===== config.mk =====
export PLATFORM = sky130hd
export DESIGN_NAME = linear_probe_hash_table_core_flat
export DESIGN_NICKNAME = d
export VERILOG_FILES = /design/src/sv/lpht_pkg.sv /design/src/sv/lpht_req_if.sv /design/src/sv/lpht_rsp_if.sv /design/src/sv/linear_probe_hash_table_core.sv /design/src/sv/lpht_ram.sv /design/src/sv/lpht_fifo.sv /design/src/sv/lpht_front.sv /design/src/sv/lpht_back.sv /design/src/flat_wrapper.sv
export SDC_FILE = /design/constraint.sdc
export NUM_CORES = 2
export LEC_CHECK = 0
export BUFFER_PORTS_ARGS = -buffer_cell sky130_fd_sc_hd__buf_2
export CORE_MARGIN = 2
export CORE_UTILIZATION = 30
export DETAILED_ROUTE_END_ITERATION = 6
export GPL_TIMING_DRIVEN = 0
export PLACE_DENSITY_LB_ADDON = 0.08
export SLEW_MARGIN = 20
export SYNTH_ARGS = -nofsm -noshare
export SYNTH_HDL_FRONTEND = slang
export SYNTH_SLANG_ARGS = --single-unit

===== constraint.sdc =====
create_clock -name clk -period 4.2 [get_ports clk]
set_clock_uncertainty 0.15 [all_clocks]
set_input_delay 0.84 -clock clk [delete_from_list [all_inputs] [get_ports clk]]
set_output_delay 0.84 -clock clk [all_outputs]
set_load 0.01 [all_outputs]

===== src/sv/lpht_pkg.sv =====
`default_nettype none

package lpht_pkg;

	localparam int unsigned SIZE_W   = 7;
	localparam int unsigned KEY_W    = 16;
	localparam int unsigned SLOT_W   = 6;
	localparam int unsigned PROBE_W  = 7;
	localparam int unsigned STATUS_W = 2;

	localparam logic [SIZE_W-1:0] SIZE_RESET = 7'd50;
	localparam logic [SIZE_W-1:0] SIZE_MAX   = 7'd127;

	typedef enum logic {
		CMD_INSERT = 1'b0,
		CMD_FIND   = 1'b1
	} cmd_t;

	typedef enum logic [STATUS_W-1:0] {
		ST_OK   = 2'd0,
		ST_MISS = 2'd1,
		ST_FULL = 2'd2
	} status_t;

	typedef enum logic [1:0] {
		F_IDLE,
		F_DIV,
		F_PUSH
	} front_state_t;

	typedef enum logic [1:0] {
		B_CLEAR,
		B_IDLE,
		B_LOOK
	} back_state_t;

	typedef struct packed {
		logic full;
		logic empty;
	} q_stat_t;

endpackage

`default_nettype wire


===== src/sv/lpht_req_if.sv =====
`default_nettype none

interface lpht_req_if;
	import lpht_pkg::*;

	logic              valid;
	logic              ready;
	logic              cmd;
	logic [KEY_W-1:0]  key;

	modport source (output valid, input ready, output cmd, output key);
	modport sink   (input valid, output ready, input cmd, input key);
endinterface

`default_nettype wire


===== src/sv/lpht_rsp_if.sv =====
`default_nettype none

interface lpht_rsp_if;
	import lpht_pkg::*;

	logic                valid;
	logic                ready;
	logic [STATUS_W-1:0] status;
	logic [SLOT_W-1:0]   slot_index;
	logic [PROBE_W-1:0]  probe_count;

	modport source (output valid, input ready, output status, output slot_index,
		output probe_count);
	modport sink   (input valid, output ready, input status, input slot_index,
		input probe_count);
endinterface

`default_nettype wire


===== src/sv/linear_probe_hash_table_core.sv =====
`default_nettype none

// Channel  Dir  Payload                                     Item
// req      in   cmd (0 insert, 1 find), key[15:0]          one command
// rsp      out  status[1:0], slot_index[5:0], probe[6:0]   one result per command
// cfg      in   cfg_we, cfg_wdata[6:0]                      table size register
//
// The front takes one item at a time and accepts the next only after pushing the
// last: a restoring remainder unit finds key mod size one bit per cycle.
// The back walks an item's probe chain through the slots of the key RAM,
// one read port giving one slot per cycle; a two-entry queue sits between them.
// After reset the back clears every RAM entry; the front keeps
// accepting into the queue meanwhile.
// A stalled rsp holds its result; the front and the queue keep taking items until the queue is full.

module linear_probe_hash_table_core #(
	parameter int unsigned TABLE_DEPTH = 64,
	parameter int unsigned KEY_BITS    = 16
) (
	input  wire logic                        clk,
	input  wire logic                        arst_n,
	lpht_req_if.sink                         req,
	lpht_rsp_if.source                       rsp,
	input  wire logic                        cfg_we,
	input  wire logic [lpht_pkg::SIZE_W-1:0] cfg_wdata
);
	import lpht_pkg::*;

	localparam int unsigned AW  = $clog2(TABLE_DEPTH);
	localparam int unsigned KW  = (KEY_BITS < KEY_W) ? KEY_BITS : KEY_W;
	localparam int unsigned EW  = 1 + KW + AW;
	// largest usable size: the RAM depth, or what the size register can hold
	localparam int unsigned CAP = (TABLE_DEPTH < 127) ? TABLE_DEPTH : 127;
	localparam logic [SIZE_W-1:0] CAP_SIZE = SIZE_W'(CAP);

	logic [SIZE_W-1:0] size_q;
	logic [SIZE_W-1:0] n;
	logic              push;
	logic [EW-1:0]     push_data;
	logic              pop;
	logic [EW-1:0]     head;
	q_stat_t           q_stat;

	always_ff @(posedge clk or negedge arst_n) begin
		if (!arst_n) begin
			size_q <= SIZE_RESET;
		end else if (cfg_we) begin
			size_q <= cfg_wdata;
		end
	end

	// Clamp the size: zero acts as one, anything past the capacity saturates.
	always_comb begin
		if (size_q == '0) begin
			n = SIZE_W'(1);
		end else if (size_q > CAP_SIZE) begin
			n = CAP_SIZE;
		end else begin
			n = size_q;
		end
	end

	// Front: accept the command, work out the home slot, push to the queue.
	lpht_front #(
		.KW (KW),
		.AW (AW)
	) u_front (
		.clk       (clk),
		.arst_n    (arst_n),
		.req       (req),
		.n         (n),
		.q_stat    (q_stat),
		.push      (push),
		.push_data (push_data)
	);

	// Decouple the two halves so either one may stall alone.
	lpht_fifo #(
		.WIDTH (EW)
	) u_fifo (
		.clk       (clk),
		.arst_n    (arst_n),
		.push      (push),
		.push_data (push_data),
		.pop       (pop),
		.pop_data  (head),
		.stat      (q_stat)
	);

	// Back: walk the probe chain in the key RAM and register the result.
	lpht_back #(
		.KW    (KW),
		.DEPTH (TABLE_DEPTH)
	) u_back (
		.clk    (clk),
		.arst_n (arst_n),
		.n      (n),
		.q_stat (q_stat),
		.head   (head),
		.pop    (pop),
		.rsp    (rsp)
	);

endmodule

`default_nettype wire


===== src/sv/lpht_ram.sv =====
`default_nettype none

module lpht_ram #(
	parameter int unsigned WIDTH = 17,
	parameter int unsigned DEPTH = 64
) (
	input  wire logic                     clk,
	input  wire logic                     we,
	input  wire logic [$clog2(DEPTH)-1:0] waddr,
	input  wire logic [WIDTH-1:0]         wdata,
	input  wire logic [$clog2(DEPTH)-1:0] raddr,
	output      logic [WIDTH-1:0]         rdata
);
	logic [WIDTH-1:0] mem_q [DEPTH];
	logic [WIDTH-1:0] rdata_q;

	always_ff @(posedge clk) begin
		if (we) begin
			mem_q[waddr] <= wdata;
		end
		rdata_q <= mem_q[raddr];
	end

	assign rdata = rdata_q;

endmodule

`default_nettype wire


===== src/sv/lpht_fifo.sv =====
`default_nettype none

module lpht_fifo #(
	parameter int unsigned WIDTH = 24
) (
	input  wire logic             clk,
	input  wire logic             arst_n,
	input  wire logic             push,
	input  wire logic [WIDTH-1:0] push_data,
	input  wire logic             pop,
	output      logic [WIDTH-1:0] pop_data,
	output      lpht_pkg::q_stat_t stat
);
	import lpht_pkg::*;

	logic [WIDTH-1:0] mem_q [2];
	logic             wr_q;
	logic             rd_q;
	logic [1:0]       cnt_q;

	always_ff @(posedge clk) begin
		if (push) begin
			mem_q[wr_q] <= push_data;
		end
	end

	always_ff @(posedge clk or negedge arst_n) begin
		if (!arst_n) begin
			wr_q  <= 1'b0;
			rd_q  <= 1'b0;
			cnt_q <= 2'd0;
		end else begin
			if (push) begin
				wr_q <= ~wr_q;
			end
			if (pop) begin
				rd_q <= ~rd_q;
			end
			if (push && !pop) begin
				cnt_q <= cnt_q + 2'd1;
			end else if (pop && !push) begin
				cnt_q <= cnt_q - 2'd1;
			end
		end
	end

	assign pop_data   = mem_q[rd_q];
	assign stat.full  = (cnt_q == 2'd2);
	assign stat.empty = (cnt_q == 2'd0);

endmodule

`default_nettype wire


===== src/sv/lpht_front.sv =====
`default_nettype none

module lpht_front #(
	parameter int unsigned KW = 16,
	parameter int unsigned AW = 6
) (
	input  wire logic                        clk,
	input  wire logic                        arst_n,
	lpht_req_if.sink                         req,
	input  wire logic [lpht_pkg::SIZE_W-1:0] n,
	input  wire lpht_pkg::q_stat_t           q_stat,
	output      logic                        push,
	output      logic [AW+KW:0]              push_data
);
	import lpht_pkg::*;

	localparam int unsigned CW = $clog2(KW + 1);
	localparam int unsigned PW = ((AW > SIZE_W) ? AW : SIZE_W) + 1;

	front_state_t       state_q;
	front_state_t       state_d;
	logic               cmd_q;
	logic [KW-1:0]      key_q;
	logic [KW-1:0]      sh_q;
	logic [SIZE_W-1:0]  rem_q;
	logic [CW-1:0]      cnt_q;
	logic               accept;
	logic [SIZE_W:0]    trial;
	logic [SIZE_W:0]    rem_next;
	logic [PW-1:0]      rem_pw;

	// one remainder bit per cycle, key MSB first
	assign trial    = {rem_q, sh_q[KW-1]};
	assign rem_next = (trial >= {1'b0, n}) ? trial - {1'b0, n} : trial;
	assign rem_pw   = PW'(rem_q);

	always_comb begin
		state_d = state_q;
		case (state_q)
			F_IDLE:  if (req.valid) state_d = F_DIV;
			F_DIV:   if (cnt_q == CW'(1)) state_d = F_PUSH;
			F_PUSH:  if (!q_stat.full) state_d = F_IDLE;
			default: state_d = F_IDLE;
		endcase
	end

	always_comb begin
		req.ready = 1'b0;
		push      = 1'b0;
		case (state_q)
			F_IDLE:  req.ready = 1'b1;
			F_PUSH:  push      = !q_stat.full;
			default: ;
		endcase
	end

	assign accept    = req.valid && req.ready;
	assign push_data = {cmd_q, key_q, rem_pw[AW-1:0]};

	always_ff @(posedge clk or negedge arst_n) begin
		if (!arst_n) begin
			state_q <= F_IDLE;
			cnt_q   <= '0;
		end else begin
			state_q <= state_d;
			if (accept) begin
				cnt_q <= CW'(KW);
			end else if (state_q == F_DIV) begin
				cnt_q <= cnt_q - CW'(1);
			end
		end
	end

	always_ff @(posedge clk) begin
		if (accept) begin
			cmd_q <= req.cmd;
			key_q <= req.key[KW-1:0];
			sh_q  <= req.key[KW-1:0];
			rem_q <= '0;
		end else if (state_q == F_DIV) begin
			sh_q  <= sh_q << 1;
			rem_q <= rem_next[SIZE_W-1:0];
		end
	end

endmodule

`default_nettype wire


===== src/sv/lpht_back.sv =====
`default_nettype none

module lpht_back #(
	parameter int unsigned KW    = 16,
	parameter int unsigned DEPTH = 64
) (
	input  wire logic                                 clk,
	input  wire logic                                 arst_n,
	input  wire logic [lpht_pkg::SIZE_W-1:0]          n,
	input  wire lpht_pkg::q_stat_t                    q_stat,
	input  wire logic [$clog2(DEPTH)+KW:0]            head,
	output      logic                                 pop,
	lpht_rsp_if.source                                rsp
);
	import lpht_pkg::*;

	localparam int unsigned AW = $clog2(DEPTH);
	localparam int unsigned PW = ((AW > SIZE_W) ? AW : SIZE_W) + 1;

	back_state_t         state_q;
	back_state_t         state_d;
	logic [AW-1:0]       clr_q;
	logic [AW-1:0]       pos_q;
	logic [PROBE_W-1:0]  probe_q;
	logic                cmd_q;
	logic [KW-1:0]       key_q;

	logic                out_valid_q;
	status_t             status_q;
	logic [SLOT_W-1:0]   slot_q;
	logic [PROBE_W-1:0]  probes_q;

	logic                ram_we;
	logic [AW-1:0]       ram_waddr;
	logic [KW:0]         ram_wdata;
	logic [AW-1:0]       ram_raddr;
	logic [KW:0]         ram_rdata;

	logic                slot_used;
	logic                match;
	logic                last;
	logic                is_find;
	logic [PW-1:0]       pos_inc;
	logic [PW-1:0]       pos_pw;
	logic [AW-1:0]       next_pos;
	logic                done;
	logic                res_load;
	status_t             res_status;
	logic [SLOT_W-1:0]   res_slot;
	logic [PROBE_W-1:0]  res_probes;

	lpht_ram #(
		.WIDTH (KW + 1),
		.DEPTH (DEPTH)
	) u_ram (
		.clk   (clk),
		.we    (ram_we),
		.waddr (ram_waddr),
		.wdata (ram_wdata),
		.raddr (ram_raddr),
		.rdata (ram_rdata)
	);

	assign slot_used = ram_rdata[KW];
	assign match     = slot_used && (ram_rdata[KW-1:0] == key_q);
	assign last      = (probe_q == n);
	assign is_find   = (cmd_q == CMD_FIND);
	assign pos_pw    = PW'(pos_q);
	assign pos_inc   = pos_pw + PW'(1);
	assign next_pos  = (pos_inc == PW'(n)) ? '0 : pos_inc[AW-1:0];

	// probe ends on a free slot, a key hit on find, or after n slots
	assign done = !slot_used || (is_find && match) || last;

	always_comb begin
		state_d = state_q;
		case (state_q)
			B_CLEAR: if (clr_q == AW'(DEPTH - 1)) state_d = B_IDLE;
			B_IDLE:  if (pop) state_d = B_LOOK;
			B_LOOK:  if (done) state_d = B_IDLE;
			default: state_d = B_IDLE;
		endcase
	end

	always_comb begin
		pop        = 1'b0;
		ram_we     = 1'b0;
		ram_waddr  = pos_q;
		ram_wdata  = {1'b1, key_q};
		ram_raddr  = head[AW-1:0];
		res_load   = 1'b0;
		res_status = ST_OK;
		res_slot   = '0;
		res_probes = '0;
		case (state_q)
			B_CLEAR: begin
				ram_we    = 1'b1;
				ram_waddr = clr_q;
				ram_wdata = '0;
			end
			B_IDLE: begin
				pop = !q_stat.empty && (!out_valid_q || rsp.ready);
			end
			B_LOOK: begin
				ram_raddr = next_pos;
				res_load  = done;
				if (!is_find) begin
					if (!slot_used) begin
						ram_we   = 1'b1;
						res_slot = pos_pw[SLOT_W-1:0];
					end else begin
						res_status = ST_FULL;
					end
				end else if (match) begin
					res_slot   = pos_pw[SLOT_W-1:0];
					res_probes = probe_q;
				end else begin
					res_status = ST_MISS;
				end
			end
			default: ;
		endcase
	end

	always_ff @(posedge clk or negedge arst_n) begin
		if (!arst_n) begin
			state_q     <= B_CLEAR;
			clr_q       <= '0;
			out_valid_q <= 1'b0;
		end else begin
			state_q <= state_d;
			if (state_q == B_CLEAR) begin
				clr_q <= clr_q + AW'(1);
			end
			if (res_load) begin
				out_valid_q <= 1'b1;
			end else if (rsp.ready) begin
				out_valid_q <= 1'b0;
			end
		end
	end

	always_ff @(posedge clk) begin
		if (pop) begin
			cmd_q   <= head[AW+KW];
			key_q   <= head[AW +: KW];
			pos_q   <= head[AW-1:0];
			probe_q <= PROBE_W'(1);
		end else if (state_q == B_LOOK && !done) begin
			pos_q   <= next_pos;
			probe_q <= probe_q + PROBE_W'(1);
		end
		if (res_load) begin
			status_q <= res_status;
			slot_q   <= res_slot;
			probes_q <= res_probes;
		end
	end

	assign rsp.valid       = out_valid_q;
	assign rsp.status      = status_q;
	assign rsp.slot_index  = slot_q;
	assign rsp.probe_count = probes_q;

endmodule

`default_nettype wire

===== src/flat_wrapper.sv =====
// flat-port wrapper written by rule: the top's interface ports become plain ports
module linear_probe_hash_table_core_flat import lpht_pkg::*;
#(
	parameter int unsigned TABLE_DEPTH = 64,
	parameter int unsigned KEY_BITS    = 16
)
  (clk, arst_n, cfg_we, cfg_wdata, req_valid, req_ready, req_cmd, req_key, rsp_valid, rsp_ready, rsp_status, rsp_slot_index, rsp_probe_count);
  lpht_req_if req_i ();
  lpht_rsp_if rsp_i ();
  input  wire logic clk;
  input  wire logic arst_n;
  input  wire logic cfg_we;
  input  wire logic [lpht_pkg::SIZE_W-1:0] cfg_wdata;
  input wire logic [$bits(req_i.valid)-1:0] req_valid;
  output wire logic [$bits(req_i.ready)-1:0] req_ready;
  input wire logic [$bits(req_i.cmd)-1:0] req_cmd;
  input wire logic [$bits(req_i.key)-1:0] req_key;
  output wire logic [$bits(rsp_i.valid)-1:0] rsp_valid;
  input wire logic [$bits(rsp_i.ready)-1:0] rsp_ready;
  output wire logic [$bits(rsp_i.status)-1:0] rsp_status;
  output wire logic [$bits(rsp_i.slot_index)-1:0] rsp_slot_index;
  output wire logic [$bits(rsp_i.probe_count)-1:0] rsp_probe_count;
  assign req_i.valid = req_valid;
  assign req_ready = req_i.ready;
  assign req_i.cmd = req_cmd;
  assign req_i.key = req_key;
  assign rsp_valid = rsp_i.valid;
  assign rsp_i.ready = rsp_ready;
  assign rsp_status = rsp_i.status;
  assign rsp_slot_index = rsp_i.slot_index;
  assign rsp_probe_count = rsp_i.probe_count;
  linear_probe_hash_table_core #(.TABLE_DEPTH(TABLE_DEPTH), .KEY_BITS(KEY_BITS)) u_core (.clk(clk), .arst_n(arst_n), .req(req_i), .rsp(rsp_i), .cfg_we(cfg_we), .cfg_wdata(cfg_wdata));
endmodule

==> Implementation_results.wiki <==
{| class="wikitable"
! Metric !! Value
|-
| DRC errors left || 0
|-
| Final instance area || between 60,000 and 70,000 µm²
|-
| Die footprint || roughly 170,000 µm²
|-
| Maximum vdd ir drop || 479 µV
|-
| CP bufs+invs || 3
|-
| Total via count after detailed routing || 30,842
|-
| ANT nets after route || 0
|-
| Number of setup violations in the final report || 3
|-
| Core Box Area || 165,000 µm²
|-
| Fraction of final layout cells sized beyond drive strength 1 || 21.8%
|-
| Endpoint arrival time on the critical path || 4.72 ns
|-
| Max frequency || 235 MHz
|-
| Num ports || 46
|-
| Largest fanout on the critical path || 6
|-
| Number of synthesis warnings || 0
|-
| Mean routed wirelength per cell || between 20 and 30 µm
|-
| Number of max-cap violations || 0
|-
| Wirelength, routed || 168,000 µm
|-
| Switching component of the power || 18.4 mW
|-
| Clock buffers created by TritonCTS || 147
|-
| Die boundary width || 411 µm
|-
| Effective utilization at floorplan || 30.2%
|-
| First-pass GRT wire length || 236,000 µm
|-
| Worst-case headroom to the max-slew limit || about 28%
|-
| P_leak || 20.3 nW
|-
| Die H || roughly 410 µm
|-
| RSZ-0062 raised after global routing || yes
|-
| CP Cell Sequence || ha_4 -> inv_4 -> a221oi_2 -> a2111o_1 -> nor4_4 -> nand4_1 -> buf_6 -> nand2_8 -> buf_6 -> mux2i_4 -> o32ai_2 -> or4_4 -> or4_4
|-
| DP Cell Count || ~5,800
|-
| Number of antenna violations at the first check in global routing || 10
|-
| Pre-CTS worst setup slack || -2.06 ns
|-
| Post-Syn Nets || 3,515
|-
| Prevailing post-synth register cell || sky130_fd_sc_hd__edfxtp_1
|-
| Net Sw Frac || 38.9%
|-
| Maximum level of the CTS H-tree || 4
|-
| Via count of the first global-routing pass || 30,627
|-
| Cell-internal power || 29.0 mW
|-
| Sequential share of power || 35.8%
|-
| Worst-Skew Late Latency || about 0.78 ns
|-
| Critical Path Start Type || flop
|-
| Synth Cell Area || between 40,000 and 50,000 µm²
|-
| Post-synthesis sequential area ratio || 75.3%
|-
| Maximum number of pins on one net before global-route repair || 65
|-
| Overall track demand over capacity in global routing || ~20%
|-
| Critical path's top delay family || simple AND/OR/NAND/NOR gates
|-
| Violated checks || setup timing
|-
| Post-DR vias/cell || 5.06
|-
| Endpoint of the lowest-slack register-to-register path || u_core.u_back.u_ram.rdata[14]
|-
| Reg-to-reg startpoint || u_core.u_back.pos_q[0]
|-
| Cell Pwr Density || 778 nW/µm²
|-
| Count of cells along the worst register-to-register path || 13
|-
| Critical Path Slowest Stage Cell || sky130_fd_sc_hd__or4_4
|-
| PnR Total Power || 47.4 mW
|-
| Global route overflow || 0
|-
| Detailed Route Iter0 Violations || between 2,000 and 3,000
|-
| Router iterations before antenna repair || 7
|-
| Fraction of power consumed by the clock network || between 20% and 30%
|-
| Total number of nets in the final design || 3,826
|-
| Kind of end point of the critical path || flop
|-
| Register bit count reported by yosys || 1,263
|-
| Status || complete, but fails checks
|-
| Cell row count || 149
|-
| Type of the worst min-delay path || in2reg
|-
| Instance count on the critical path || 13
|-
| CP Data Required Time || 4.67 ns
|-
| Final-report max-slew violation count || 0
|-
| Area added between synthesis and finish || 22.3%
|-
| Clk sink count || 1,263
|-
| Post-route insts no fill || just over 6,000
|-
| Placed wire-length estimate || 115,000 µm
|-
| Clock transition at the registers of the reported paths || 0.06 ns
|-
| CTS tree || yes
|-
| Global placer's final weighted congestion || approximately 0.9
|-
| Proportion of power drawn by combinational gates || 38.3%
|-
| Longest Clk Path Bufs || 3
|-
| Final critical path time including I/O delays and setup || 4.26 ns
|-
| Number of cells produced by synthesis || ~3,500
|-
| Post-placement cell area || 54,200 µm²
|-
| Final cycle utilization of the critical path || 101%
|-
| Number of flops mapped to enable cells by yosys || 1,205
|-
| Peak per-stage delay on the critical path || between 0.6 and 0.7 ns
|-
| Final worst setup slack || -0.0562 ns
|-
| Worst Setup Path Type || reg2reg
|-
| End of the critical path || u_core.u_back.u_ram.rdata[14]
|-
| Final-report hold violation count || 0
|-
| CTS Root Cell || sky130_fd_sc_hd__clkbuf_16
|-
| Transition time at the pin with the least slew margin || approximately 1.1 ns
|-
| First element of the critical path || u_core.u_back.pos_q[0]
|-
| Count of unique library cells instantiated by Yosys || 73
|-
| Share of async-settable or async-resettable flops after synthesis || under 10%
|-
| Synthesized area divided by synthesized cell count || 14.3 µm²
|-
| Reg2reg setup slack || -0.06 ns
|-
| Buffers added on ports || 44
|-
| Launch instance of the worst min-delay path || req_cmd
|}
[cell usage in the layout, fill, tap and decap left out, types with 61 or more instances in the layout]
master | synthesis | final
sky130_fd_sc_hd__nor2_1 | 366 | 295
sky130_fd_sc_hd__buf_2 | 19 | 61
sky130_fd_sc_hd__mux2i_1 | 131 | 121
sky130_fd_sc_hd__buf_4 | 0 | 68
sky130_fd_sc_hd__nand2_1 | 446 | 440
sky130_fd_sc_hd__clkbuf_1 | 157 | 84
sky130_fd_sc_hd__o21ai_0 | 116 | 95
sky130_fd_sc_hd__o22ai_1 | 196 | 154
sky130_fd_sc_hd__clkbuf_2 | 2 | 62
sky130_fd_sc_hd__edfxtp_1 | 1205 | 1205
sky130_fd_sc_hd__a21oi_1 | 161 | 145
sky130_fd_sc_hd__a31oi_1 | 101 | 88
sky130_fd_sc_hd__clkbuf_16 | 0 | 156
[registers in the layout, summed over array words and instances (netlist names), 2 cells and up]
name / count
u_core.u_back.clr_q: 6
u_core.u_back.u_ram.mem_q: 1088
u_core.u_front.cnt_q: 5
u_core.u_fifo.mem_q: 46
u_core.u_front.state_q: 2
u_core.u_back.probe_q: 7
u_core.u_back.key_q: 16
u_core.u_front.rem_q: 7
u_core.u_back.rsp.slot_index: 6
u_core.u_back.u_ram.rdata: 17
u_core.u_back.rsp.probe_count: 7
u_core.size_q: 7
u_core.u_front.sh_q: 16
u_core.u_fifo.cnt_q: 2
u_core.u_back.rsp.status: 2
u_core.u_back.pos_q: 6
u_core.u_front.key_q: 16
u_core.u_back.state_q: 2
[area by class of cell]
type                            count  area [µm²]
Clock inverter                     69         546
Multi-Input combinational cell   1984       13100
Fill cell                       15822      104000
Tap cell                         2189        2740
Sequential cell                  1263       37500
Antenna cell                        1        2.50
Buffer                            197        1250
Timing Repair Buffer              169        1730
Clock buffer                      197        4010
Inverter                           21        85.1
[cells by family after synthesis]
family	share of synthesized area, %
XOR/XNOR	0.806
multiplexers	3.94
adder cells (fa/ha/maj)	0.367
AO/OA/AOI/OAI	9.24
AND/OR/NAND/NOR	8.62
flip-flops	75.3
buffers and inverters	1.77
[cell usage after synthesis (7+ instances only)]
cell                        count  area share, %
sky130_fd_sc_hd__edfxtp_1    1205             73
sky130_fd_sc_hd__nand4_1       17           0.21
sky130_fd_sc_hd__o32ai_1       19           0.33
sky130_fd_sc_hd__o22ai_1      196            2.5
sky130_fd_sc_hd__nor2_1       366            2.8
sky130_fd_sc_hd__o21ai_0      116            1.2
sky130_fd_sc_hd__and2_1        30           0.38
sky130_fd_sc_hd__buf_2         19           0.19
sky130_fd_sc_hd__a311oi_1      15           0.26
sky130_fd_sc_hd__o22a_1        33           0.58
sky130_fd_sc_hd__dfrtp_1       24            1.2
sky130_fd_sc_hd__nor4b_1       17           0.30
sky130_fd_sc_hd__mux2_2        56            1.3
sky130_fd_sc_hd__nand2_1      446            3.4
sky130_fd_sc_hd__dfxtp_1       31            1.2
sky130_fd_sc_hd__a21oi_1      161            1.6
sky130_fd_sc_hd__a22oi_1       16           0.24
sky130_fd_sc_hd__buf_1         26           0.20
sky130_fd_sc_hd__nor4_1         7          0.088
sky130_fd_sc_hd__nand3_1       41           0.41
sky130_fd_sc_hd__xnor2_1       29           0.51
sky130_fd_sc_hd__a31oi_1      101            1.3
sky130_fd_sc_hd__mux2i_1      131            2.6
sky130_fd_sc_hd__nor2b_1        8           0.10
sky130_fd_sc_hd__xor2_1        15           0.26
sky130_fd_sc_hd__a211oi_1      15           0.23
sky130_fd_sc_hd__nand2b_1      16           0.20
sky130_fd_sc_hd__nand4b_1      15           0.26
sky130_fd_sc_hd__ha_1          13           0.33
sky130_fd_sc_hd__inv_1         20           0.15
sky130_fd_sc_hd__nor3_1         9          0.090
sky130_fd_sc_hd__a2111oi_0     15           0.26
sky130_fd_sc_hd__clkbuf_1     157            1.2
sky130_fd_sc_hd__and3_1         8           0.10
[per-layer routing]
layer  track usage, %  vias to the layer above  part of all wire, %
met4             6.27                        2                  3.0
met3             3.67                      201                  5.3
met1             27.0                    15913                   45
met2             31.3                      789                   47
met5                0                        -               0.0077
li1                 -                    13937                    -
[power by group through the flow]
| stage | Clock [mW] | Combinational (mW) | Sequential [mW] |
|---|---|---|---|
| 3_3_place_gp | 0 | 15.3 | 17.5 |
| 6_report | 12.3 | 18.2 | 17.0 |
| 5_1_grt | 13.0 | 19.2 | 17.1 |
| 4_1_cts | 12.6 | 17.5 | 17.0 |
| 2_1_floorplan | 0 | 7.96 | 17.1 |
| 3_5_place_dp | 0 | 16.3 | 17.2 |
[stage by stage]
| step | util, % | hold slack (ns) | TNS [ns] |
|---|---|---|---|
| 2_1_floorplan | - | 0.271 | 0 |
| 3_3_place_gp | 32.0 | 0.277 | -2350.93 |
| 3_5_place_dp | 32.9 | 0.280 | -30.48 |
| 4_1_cts | 36.5 | 0.0439 | -0.0610 |
| 5_1_grt | 36.9 | 0.0620 | -0.460 |
| 6_report | 36.9 | 0.106 | -0.0956 |
[timing repair]
action | 4_1_cts | 5_1_grt
setup endpoints to repair | 17 | 17
endpoints found under the hold margin | 24 | 0
buffers inserted | 30 | 18
hold buffers | 1 | 0
resized for setup | 354 | 174
pin swaps | 24 | 31
gates cloned | 0 | 3
[worst min-delay path by stage]
stage	end	slack (ns)	depth (start not counted)
2_1_floorplan	u_core.u_fifo.mem_q[0][10]	0.27	0
3_3_place_gp	u_core.u_fifo.mem_q[0][10]	0.28	0
3_5_place_dp	u_core.u_fifo.mem_q[0][10]	0.28	0
4_1_cts	u_core.u_front.cmd_q	0.04	1
5_1_grt	u_core.u_front.cmd_q	0.06	1
6_report	u_core.u_front.cmd_q	0.11	1
No activity file was read; power rests on OpenSTA's default activity.
